File: src/rtl/wdrc_pkg.sv
// Wildcard digit residue counter: shared constants, types and constant tables.
// Used by every module in rtl/. No dependencies.

package wdrc_pkg;

    localparam int RESIDUE_MODULUS = 13;
    localparam int RIDX_W          = $clog2(RESIDUE_MODULUS);
    localparam int CNT_W           = 30;
    localparam int SUM_W           = CNT_W + 2;
    localparam int DIGIT_W         = 4;
    localparam int TGT_W           = 4;
    localparam int DIGIT_BASE      = 10;
    localparam int WILD_DIGITS     = 10;

    localparam logic [CNT_W-1:0] COUNT_MOD    = CNT_W'(1000000007);
    localparam logic [TGT_W-1:0] TARGET_RESET = TGT_W'(5);

    typedef logic [CNT_W-1:0]  cnt_t;
    typedef logic [RIDX_W-1:0] ridx_t;

    typedef enum logic [2:0] {
        ST_IDLE,
        ST_ALIGN,
        ST_ACCUM,
        ST_SLIDE,
        ST_COMMIT,
        ST_EMIT
    } state_t;

    typedef struct packed {
        logic load;
        logic rotate;
        logic acc_en;
        logic use_tap;
        logic push;
        logic commit;
        logic emit;
        logic wild;
    } ctl_t;

    // Remainder j whose image 10*j mod M is s.
    function automatic ridx_t j_of_s(input int s);
        int    j;
        ridx_t r;
        r = '0;
        for (j = 0; j < RESIDUE_MODULUS; j++)
        begin
            if (((j * DIGIT_BASE) % RESIDUE_MODULUS) == s)
                r = ridx_t'(j);
        end
        return r;
    endfunction

    // Index of (r - start) modulo M.
    function automatic ridx_t rot_src(input int r, input int start);
        return ridx_t'((r - start + RESIDUE_MODULUS) % RESIDUE_MODULUS);
    endfunction

    // Digit value reduced modulo M; digit values stay below twice M.
    function automatic ridx_t digit_residue(input logic [DIGIT_W-1:0] dg);
        int v;
        v = int'(dg);
        if (v >= RESIDUE_MODULUS)
            v = v - RESIDUE_MODULUS;
        return ridx_t'(v);
    endfunction

endpackage

File: src/rtl/wdrc_mod_unit.sv
// Shared modular unit: y = (a + b - c) mod COUNT_MOD, all operands reduced.
// Depends on wdrc_pkg.

module wdrc_mod_unit
    import wdrc_pkg::*;
(
    input  cnt_t a,
    input  cnt_t b,
    input  cnt_t c,
    output cnt_t y
);

    localparam logic [SUM_W-1:0] MOD_X  = SUM_W'(COUNT_MOD);
    localparam logic [SUM_W-1:0] MOD_X2 = SUM_W'(COUNT_MOD) << 1;

    logic [SUM_W-1:0] sum;
    logic [SUM_W-1:0] red;

    // a + b + (P - c) lies below 3P
    assign sum = SUM_W'(a) + SUM_W'(b) + (MOD_X - SUM_W'(c));

    always_comb
    begin
        if (sum >= MOD_X2)
            red = sum - MOD_X2;
        else if (sum >= MOD_X)
            red = sum - MOD_X;
        else
            red = sum;
    end

    assign y = red[CNT_W-1:0];

endmodule

File: src/rtl/wdrc_ctrl.sv
// Sequencer for the residue counter: align, window accumulate, slide, commit, emit.
// Depends on wdrc_pkg.

module wdrc_ctrl
    import wdrc_pkg::*;
(
    input  logic               clk,
    input  logic               rst_n,
    input  logic               in_valid,
    input  logic               kind,
    input  logic [DIGIT_W-1:0] digit,
    input  logic               out_free,
    output logic               in_ready,
    output ctl_t               ctl
);

    state_t state_reg, state_next;
    ridx_t  step_reg,  step_next;
    ridx_t  align_reg, align_next;
    logic   kind_reg,  kind_next;

    ridx_t  d_mod;
    ridx_t  align_init;
    ridx_t  win_last;
    logic   accept;

    assign in_ready   = (state_reg == ST_IDLE);
    assign accept     = in_valid && in_ready;
    assign d_mod      = digit_residue(digit);
    assign align_init = (d_mod == '0) ? '0 : ridx_t'(RESIDUE_MODULUS - int'(d_mod));
    assign win_last   = kind_reg ? ridx_t'(WILD_DIGITS - 1) : '0;

    always_ff @(posedge clk or negedge rst_n)
    begin
        if (!rst_n)
        begin
            state_reg <= ST_IDLE;
            step_reg  <= '0;
            align_reg <= '0;
            kind_reg  <= 1'b0;
        end
        else
        begin
            state_reg <= state_next;
            step_reg  <= step_next;
            align_reg <= align_next;
            kind_reg  <= kind_next;
        end
    end

    always_comb
    begin
        state_next = state_reg;
        case (state_reg)
            ST_IDLE:
            begin
                if (accept)
                begin
                    if (!kind && (align_init != '0))
                        state_next = ST_ALIGN;
                    else
                        state_next = ST_ACCUM;
                end
            end
            ST_ALIGN:
            begin
                if (align_reg == ridx_t'(1))
                    state_next = ST_ACCUM;
            end
            ST_ACCUM:
            begin
                if (step_reg == win_last)
                    state_next = ST_SLIDE;
            end
            ST_SLIDE:
            begin
                if (step_reg == ridx_t'(RESIDUE_MODULUS - 1))
                    state_next = ST_COMMIT;
            end
            ST_COMMIT:
            begin
                state_next = ST_EMIT;
            end
            ST_EMIT:
            begin
                if (out_free)
                    state_next = ST_IDLE;
            end
            default:
            begin
                state_next = ST_IDLE;
            end
        endcase
    end

    always_comb
    begin
        step_next  = step_reg;
        align_next = align_reg;
        kind_next  = kind_reg;
        case (state_reg)
            ST_IDLE:
            begin
                if (accept)
                begin
                    kind_next  = kind;
                    align_next = kind ? '0 : align_init;
                    step_next  = '0;
                end
            end
            ST_ALIGN:
            begin
                align_next = align_reg - ridx_t'(1);
            end
            ST_ACCUM:
            begin
                if (step_reg == win_last)
                    step_next = '0;
                else
                    step_next = step_reg + ridx_t'(1);
            end
            ST_SLIDE:
            begin
                step_next = step_reg + ridx_t'(1);
            end
            default:
            begin
                step_next = step_reg;
            end
        endcase
    end

    always_comb
    begin
        ctl         = '0;
        ctl.wild    = kind_reg;
        case (state_reg)
            ST_IDLE:
            begin
                ctl.load = accept;
            end
            ST_ALIGN:
            begin
                ctl.rotate = 1'b1;
            end
            ST_ACCUM:
            begin
                ctl.rotate = 1'b1;
                ctl.acc_en = 1'b1;
            end
            ST_SLIDE:
            begin
                ctl.rotate  = 1'b1;
                ctl.acc_en  = 1'b1;
                ctl.use_tap = 1'b1;
                ctl.push    = 1'b1;
            end
            ST_COMMIT:
            begin
                ctl.commit = 1'b1;
            end
            ST_EMIT:
            begin
                ctl.emit = out_free;
            end
            default:
            begin
                ctl.load = 1'b0;
            end
        endcase
    end

endmodule

File: src/rtl/wildcard_digit_residue_counter.sv
// Top level of the wildcard digit residue counter: count registers and datapath.
// Depends on wdrc_pkg, wdrc_mod_unit and wdrc_ctrl.
//
// Input channel (in_valid/in_ready): one pattern symbol per transfer; kind 0 is a
// fixed digit, kind 1 a wildcard; first restarts the counts at the empty prefix.
// Output channel (out_valid/out_ready): one matching_count per symbol, the count
// mod 1000000007 of matching strings at the target remainder (0 if target >= 13).
// Config channel (cfg_valid/cfg_ready): writes target_residue; always ready.
// Symbols are processed one at a time. The counts are held in remainder order
// and pass through a rotating register that feeds the single modular unit:
// a wildcard runs through its window and slide steps; a digit first runs
// alignment steps, which a digit of residue zero skips, then window and
// slide steps. Commit and emit follow, and in_ready returns as the result
// is loaded into the output register.
// A stalled receiver holds the result in the output register; the block then
// waits in its emit step and takes no new symbol until the slot frees.
// Reset sets the counts to one string at remainder zero and the target to 5.

module wildcard_digit_residue_counter
    import wdrc_pkg::*;
(
    input  logic               clk,
    input  logic               rst_n,
    input  logic               in_valid,
    output logic               in_ready,
    input  logic               kind,
    input  logic [DIGIT_W-1:0] digit,
    input  logic               first,
    output logic               out_valid,
    input  logic               out_ready,
    output logic [CNT_W-1:0]   matching_count,
    input  logic               cfg_valid,
    output logic               cfg_ready,
    input  logic [TGT_W-1:0]   target_residue
);

    localparam int M = RESIDUE_MODULUS;

    ctl_t ctl;
    logic out_free;

    cnt_t v_reg  [M];
    cnt_t v_next [M];
    cnt_t sh_reg [M];
    cnt_t sh_next[M];
    cnt_t o_reg  [M];
    cnt_t o_next [M];
    cnt_t acc_reg, acc_next;

    logic [TGT_W-1:0] target_reg, target_next;
    logic             out_valid_reg, out_valid_next;
    cnt_t             count_out_reg, count_out_next;

    cnt_t unit_c;
    cnt_t unit_y;
    logic tgt_ok;

    assign cfg_ready      = 1'b1;
    assign out_free       = !out_valid_reg || out_ready;
    assign out_valid      = out_valid_reg;
    assign matching_count = count_out_reg;
    assign tgt_ok         = (int'(target_reg) < M);

    wdrc_ctrl u_ctrl (
        .clk      (clk),
        .rst_n    (rst_n),
        .in_valid (in_valid),
        .kind     (kind),
        .digit    (digit),
        .out_free (out_free),
        .in_ready (in_ready),
        .ctl      (ctl)
    );

    // Window tap: start of the 10-wide window for a wildcard, previous entry for a digit
    always_comb
    begin
        if (!ctl.use_tap)
            unit_c = '0;
        else if (ctl.wild)
            unit_c = sh_reg[M - WILD_DIGITS];
        else
            unit_c = sh_reg[M - 1];
    end

    wdrc_mod_unit u_mod (
        .a (acc_reg),
        .b (sh_reg[0]),
        .c (unit_c),
        .y (unit_y)
    );

    always_comb
    begin
        for (int s = 0; s < M; s++)
        begin
            if (ctl.load)
            begin
                if (first)
                    sh_next[s] = (s == 0) ? cnt_t'(1) : '0;
                else
                    sh_next[s] = v_reg[j_of_s(s)];
            end
            else if (ctl.rotate)
                sh_next[s] = sh_reg[(s + 1) % M];
            else
                sh_next[s] = sh_reg[s];
        end
    end

    always_comb
    begin
        if (ctl.load)
            acc_next = '0;
        else if (ctl.acc_en)
            acc_next = unit_y;
        else
            acc_next = acc_reg;
    end

    always_comb
    begin
        for (int i = 0; i < M; i++)
        begin
            if (ctl.push)
                o_next[i] = (i == M - 1) ? acc_reg : o_reg[(i + 1) % M];
            else
                o_next[i] = o_reg[i];
        end
    end

    // Wildcard results enter starting at remainder 9, digit results at remainder 0
    always_comb
    begin
        for (int r = 0; r < M; r++)
        begin
            if (ctl.commit)
                v_next[r] = ctl.wild ? o_reg[rot_src(r, WILD_DIGITS - 1)] : o_reg[r];
            else
                v_next[r] = v_reg[r];
        end
    end

    always_comb
    begin
        target_next    = cfg_valid ? target_residue : target_reg;
        out_valid_next = out_valid_reg;
        count_out_next = count_out_reg;
        if (ctl.emit)
        begin
            out_valid_next = 1'b1;
            count_out_next = tgt_ok ? v_reg[ridx_t'(target_reg)] : '0;
        end
        else if (out_ready)
            out_valid_next = 1'b0;
    end

    always_ff @(posedge clk or negedge rst_n)
    begin
        if (!rst_n)
        begin
            for (int r = 0; r < M; r++)
            begin
                v_reg[r] <= (r == 0) ? cnt_t'(1) : '0;
            end
            target_reg    <= TARGET_RESET;
            out_valid_reg <= 1'b0;
        end
        else
        begin
            for (int r = 0; r < M; r++)
            begin
                v_reg[r] <= v_next[r];
            end
            target_reg    <= target_next;
            out_valid_reg <= out_valid_next;
        end
    end

    always_ff @(posedge clk)
    begin
        for (int i = 0; i < M; i++)
        begin
            sh_reg[i] <= sh_next[i];
            o_reg[i]  <= o_next[i];
        end
        acc_reg       <= acc_next;
        count_out_reg <= count_out_next;
    end

endmodule

File: config.mk
export PLATFORM = sky130hd
export DESIGN_NAME = wildcard_digit_residue_counter
export DESIGN_NICKNAME = d
export VERILOG_FILES = /design/src/rtl/wdrc_pkg.sv /design/src/rtl/wdrc_mod_unit.sv /design/src/rtl/wdrc_ctrl.sv /design/src/rtl/wildcard_digit_residue_counter.sv
export SDC_FILE = /design/constraint.sdc
export NUM_CORES = 2
export LEC_CHECK = 0
export ABC_AREA = 1
export BUFFER_PORTS_ARGS = -buffer_cell sky130_fd_sc_hd__buf_2
export CORE_AREA = 5 5 393 395
export CTS_CLUSTER_DIAMETER = 200
export DETAILED_ROUTE_END_ITERATION = 16
export DIE_AREA = 0 0 398 400
export GPL_ROUTABILITY_DRIVEN = 0
export HOLD_SLACK_MARGIN = 0.1
export SLEW_MARGIN = 40
export SYNTH_ARGS = -nofsm -noshare
export SYNTH_HDL_FRONTEND = slang
export SYNTH_SLANG_ARGS = --single-unit
File: constraint.sdc
create_clock -name clk -period 58.6 [get_ports clk]
set_clock_uncertainty 0.1 [all_clocks]
set_input_delay 8.79 -clock clk [delete_from_list [all_inputs] [get_ports clk]]
set_output_delay 8.79 -clock clk [all_outputs]
set_load 0.02 [all_outputs]
# Yosys cells after proc, flatten, opt, wreduce, memory -nomap -nowiden
# Memories as Yosys holds them, arrays and structs flattened.
# Index checks and enable logic that the tools add are counted.
# word_totals
ram_bits	780
input_bits	15
register_bits	467
n_memories	2
wordCells	255
# mem_list
name	depth	width	read_ports	rd_ports_with_merged_regs	write_ports	line	text
o_reg	13	30	13	0	13	wildcard_digit_residue_counter.sv:46	cnt_t o_reg [M];
sh_reg	13	30	13	0	13	wildcard_digit_residue_counter.sv:44	cnt_t sh_reg [M];
# op_classes
n_mux	161
reduce_logical	17
eq_ne	13
n_bitwise	14
order_cmp	18
add_sub_neg	9
# op_table
cell	count
30-bit two-way mux	97
30-bit binary-select mux with 4-bit select	14
4-bit two-way mux	33
5-bit >= comparator (second input constant)	14
4-bit NOT with 5-bit output	14
30-bit subtractor (second input constant)	2
31-bit by 32-bit adder with 32-bit output	1
32-bit by 30-bit >= comparator with 1-bit output (second input constant)	1
32-bit by 31-bit >= comparator with 1-bit output (second input constant)	1
30-bit by 30-bit adder with 31-bit output	1
30-bit by 30-bit subtractor with 31-bit output (first input constant)	1
3-bit case mux with 6 select lines	1
3-bit two-way mux	5
4-bit case mux with 3 select lines	1
2-bit by 1-bit inequality test with 1-bit output (second input constant)	4
4-bit case mux with 2 select lines	1
1-bit two-way mux	7
3-bit by 2-bit == test with 1-bit output (second input constant)	2
3-bit == test (second input constant)	2
2-bit AND reduction	3
5-bit AND reduction	1
4-bit by 1-bit adder with 4-bit output (second input constant)	1
4-bit by 1-bit == test with 1-bit output (second input constant)	1
4-bit == test	1
19 further kinds	23

# Longest topological paths before layout
# logic_depth
ltp_word	10
ltp_mapped	42

# By module
# From an unflattened synthesis, not the netlist that was laid out.
# hier_totals
hier_cells	6318
hier_area_um2	59092.9
# modules_own_cells
module	seq_area_each_um2	cells_each	instances	area_per_inst_um2
wildcard_digit_residue_counter	34812.1	4898	1	51592.0
wdrc_mod_unit	0.0	1274	1	6396.1
wdrc_ctrl	300.3	146	1	1104.8

# Worst setup path before layout
# Ideal clock, no wire load.
# synth_timing
kind	input-to-reg
from	input in_valid
to	memory sh_reg[0][0] (netlist name) (enable)
path_stages	2
slack_ns	29.687
t_arrival_ns	27.538
path_cell_list	inv_1 > a21oi_1
# synth_rtl
element	line	text
start: declaration	wildcard_digit_residue_counter.sv:24	input logic in_valid,
end: declaration	wildcard_digit_residue_counter.sv:44	

==> flow_summary.yaml <==
timing:
  finalSetupViolCount: 0
  drv_slew: 0
  hold_ws_ns: 0.332
  finalSetupTns_ns: 0
  hold_violations: 0
  fin_crit_ns: 11.49
  fin_crit_sh: 0.196
  rsz0062_at_grt: "false"
  slew_headroom: 0.442
  worst_slew_pin_slew_ns: 0.837
  fmax_mhz: 87.0
global_route:
  grtUsageTotal: 0.197
  grt_antenna_before_repair: 4
  grt_pass1_wl_um: 249000
  grt_start_max_net_pins: 208
  grt_overflow: 0
  grt_pass1_vias: 42900
placed_design:
  dp.cells: 8071
  dp_hpwl_um: 99700
  dpl_cell_area_mm2: 0.0618
  portBuffers: 46
critical_path:
  required_ns: 58.90
  crit_type: "in2reg"
  endpoint_kind: "register"
  startpoint_type: "input port"
  worstPathArrival_ns: 11.79
  timing.rr.start: "u_ctrl.kind_reg$_DFFE_PN0P_"
  cp_max_fo: 65
  crit_path_start: "in_valid"
yosys:
  ys_types: 51
  synth_edf_count: 810
  avgSynthCellArea_um2: 9.42
  synth_area_mm2: 0.0598
  syn_inst: 6342
  synth-main-ff-cell: "edfxtp_1"
  synth_nets: 6429
  synth_warnings: 0
  synth-seq-cells: 1247
  ys_async_sr_fraction: 0.326
  synth_seq_area_share: 0.588
clocking:
  clock-root-buffer: "clkbuf_16"
  h-tree-depth: 4
  cts_tree: "done"
  cts_inserted_buffers: 135
  path_clk_slew_ns: 0.06
  post_cts_resized: 0
  cts.sink_count: 1247
  clk_path_buf_depth: 3
  cts.hold.buffers_added: 0
  cts_setup_buffers: 0
  clk_latency_ns: 0.79
status:
  status: "finished, final reports clean"
routing:
  viasPerCell: 5.38
  drt_iter0_drc: 4288
  dr.pass1.iters: 8
  wl_um: 159000
  drc: 0
  num_vias: 44800
  wire_per_inst_um: 19.1
  detail-route-antenna-nets: 0
floorplanning:
  ios: 48
  row_count: 143
  die_w_um: 398
  core_mm2: 0.151
  start_util: 0.396
  dieArea_mm2: 0.159
  die_h_um: 400
worst_hold_path:
  min-delay-start: "acc_reg[1]$_SDFFE_PP0P_"
  min_path_type: "reg2reg"
finish:
  final_cells: 8328
  syn2layout_area_growth_pct: 11.3
  nets: 6269
  finish.instance_area_mm2: 0.0665
  drive_above_1_share: 0.0578
run:
  maxCapViolations: 0
final timing paths:
| check | endpoint | slack (ns) | depth (start not counted) |
|---|---|---|---|
| hold / removal | o_reg[1][121]$_DFFE_PN_ | 0.33 | 0 |
| max in group asynchronous | v_reg[94]$_DFFE_PN0P_ | 48.56 | 4 |
| setup reg to reg | acc_reg[19]$_SDFFE_PP0P_ | 49.31 | 35 |
| min in group asynchronous | v_reg[323]$_DFFE_PN0P_ | 7.82 | 1 |
| hold reg to reg | o_reg[1][121]$_DFFE_PN_ | 0.33 | 0 |
| setup / recovery | sh_reg[0][77]$_DFFE_PP_ | 47.11 | 7 |
cell usage in the layout (no fill, tap or decap), drive strengths merged, types with 4 or more instances in the layout:
cell	Yosys	final
clkinv	4	37
o31ai	357	357
dfxtp	30	30
a31oi	198	198
clkinvlp	0	7
a21boi	4	4
a21oi	297	297
o211ai	223	223
buf	45	115
clkbuf	367	191
xor2	37	37
nor3	25	25
nand2	1513	1513
nand3b	7	7
inv	761	769
nand3	260	260
o21bai	4	4
dfrtp	404	404
bufinv	0	13
nor2	327	327
o21ai	535	535
edfxtp	810	810
ha	41	41
fa	31	31
xnor2	6	6
nand4	20	20
a32oi	12	12
stage by stage:
step	worst slack [ns]	util
floorplan	29.69	-
global placement	45.72	0.408
detailed placement	45.64	0.410
CTS	46.47	0.440
global route	46.93	0.441
finish	47.11	0.441
metal layers:
layer | part of all wire | global-route usage | wire (um)
met4 | 0.018 | 0.0484 | 2930
met5 | 0 | 0 | 0
met2 | 0.45 | 0.311 | 72400
met1 | 0.47 | 0.288 | 74100
met3 | 0.061 | 0.0289 | 9710
synthesized netlist by cell type (8+ instances only):
| master | instances | area [um^2] |
|---|---|---|
| a21oi_1 | 294 | 1470 |
| a31oi_1 | 198 | 1240 |
| a32oi_1 | 12 | 105 |
| buf_1 | 27 | 101 |
| buf_4 | 8 | 60.1 |
| clkbuf_1 | 367 | 1380 |
| dfrtp_1 | 404 | 10100 |
| dfxtp_1 | 30 | 601 |
| edfxtp_1 | 810 | 24300 |
| fa_1 | 31 | 621 |
| ha_1 | 41 | 513 |
| inv_1 | 758 | 2850 |
| nand2_1 | 1505 | 5650 |
| nand2_2 | 8 | 50.1 |
| nand3_1 | 257 | 1290 |
| nand4_1 | 20 | 125 |
| nor2_1 | 322 | 1210 |
| nor3_1 | 23 | 115 |
| o211ai_1 | 223 | 1670 |
| o21ai_0 | 523 | 2620 |
| o21ai_1 | 12 | 60.1 |
| o31ai_1 | 357 | 2680 |
| xor2_1 | 37 | 324 |
final cells by class:
class | count | area [um^2]
inverters | 765 | 2890
clock buffers | 191 | 3830
diodes | 1 | 2.50
well taps | 2030 | 2540
multi-input cells | 3918 | 20200
clock inverters | 61 | 781
repair buffers | 115 | 1130
flip-flops and latches | 1247 | 35100
fillers | 14400 | 84300
logic make-up (layout without fill, tap and decap cells):
logic type	count (synthesis)	in the layout	share of synthesized area
adders and majority gates	72	72	0.0190
DFF	1247	1247	0.588
AOI/OAI and AO/OA	1641	1641	0.168
and+or+nand+nor	2160	2160	0.144
xor gates and xnor gates	43	43	0.00630
muxes	1	1	0.000188
other	1	2	0.0000628
buffers and inverters	1177	1132	0.0750
worst max-delay path: stages:
cell	delay (ns)
buf_2	0.13
inv_1	0.12
a21oi_4	0.16
buf_6	0.52
buf_6	0.57
buf_4	0.71
buf_6	0.57
Power is not shown: default switching activity piles up to over one toggle a cycle in this logic, so the estimate is an artifact.
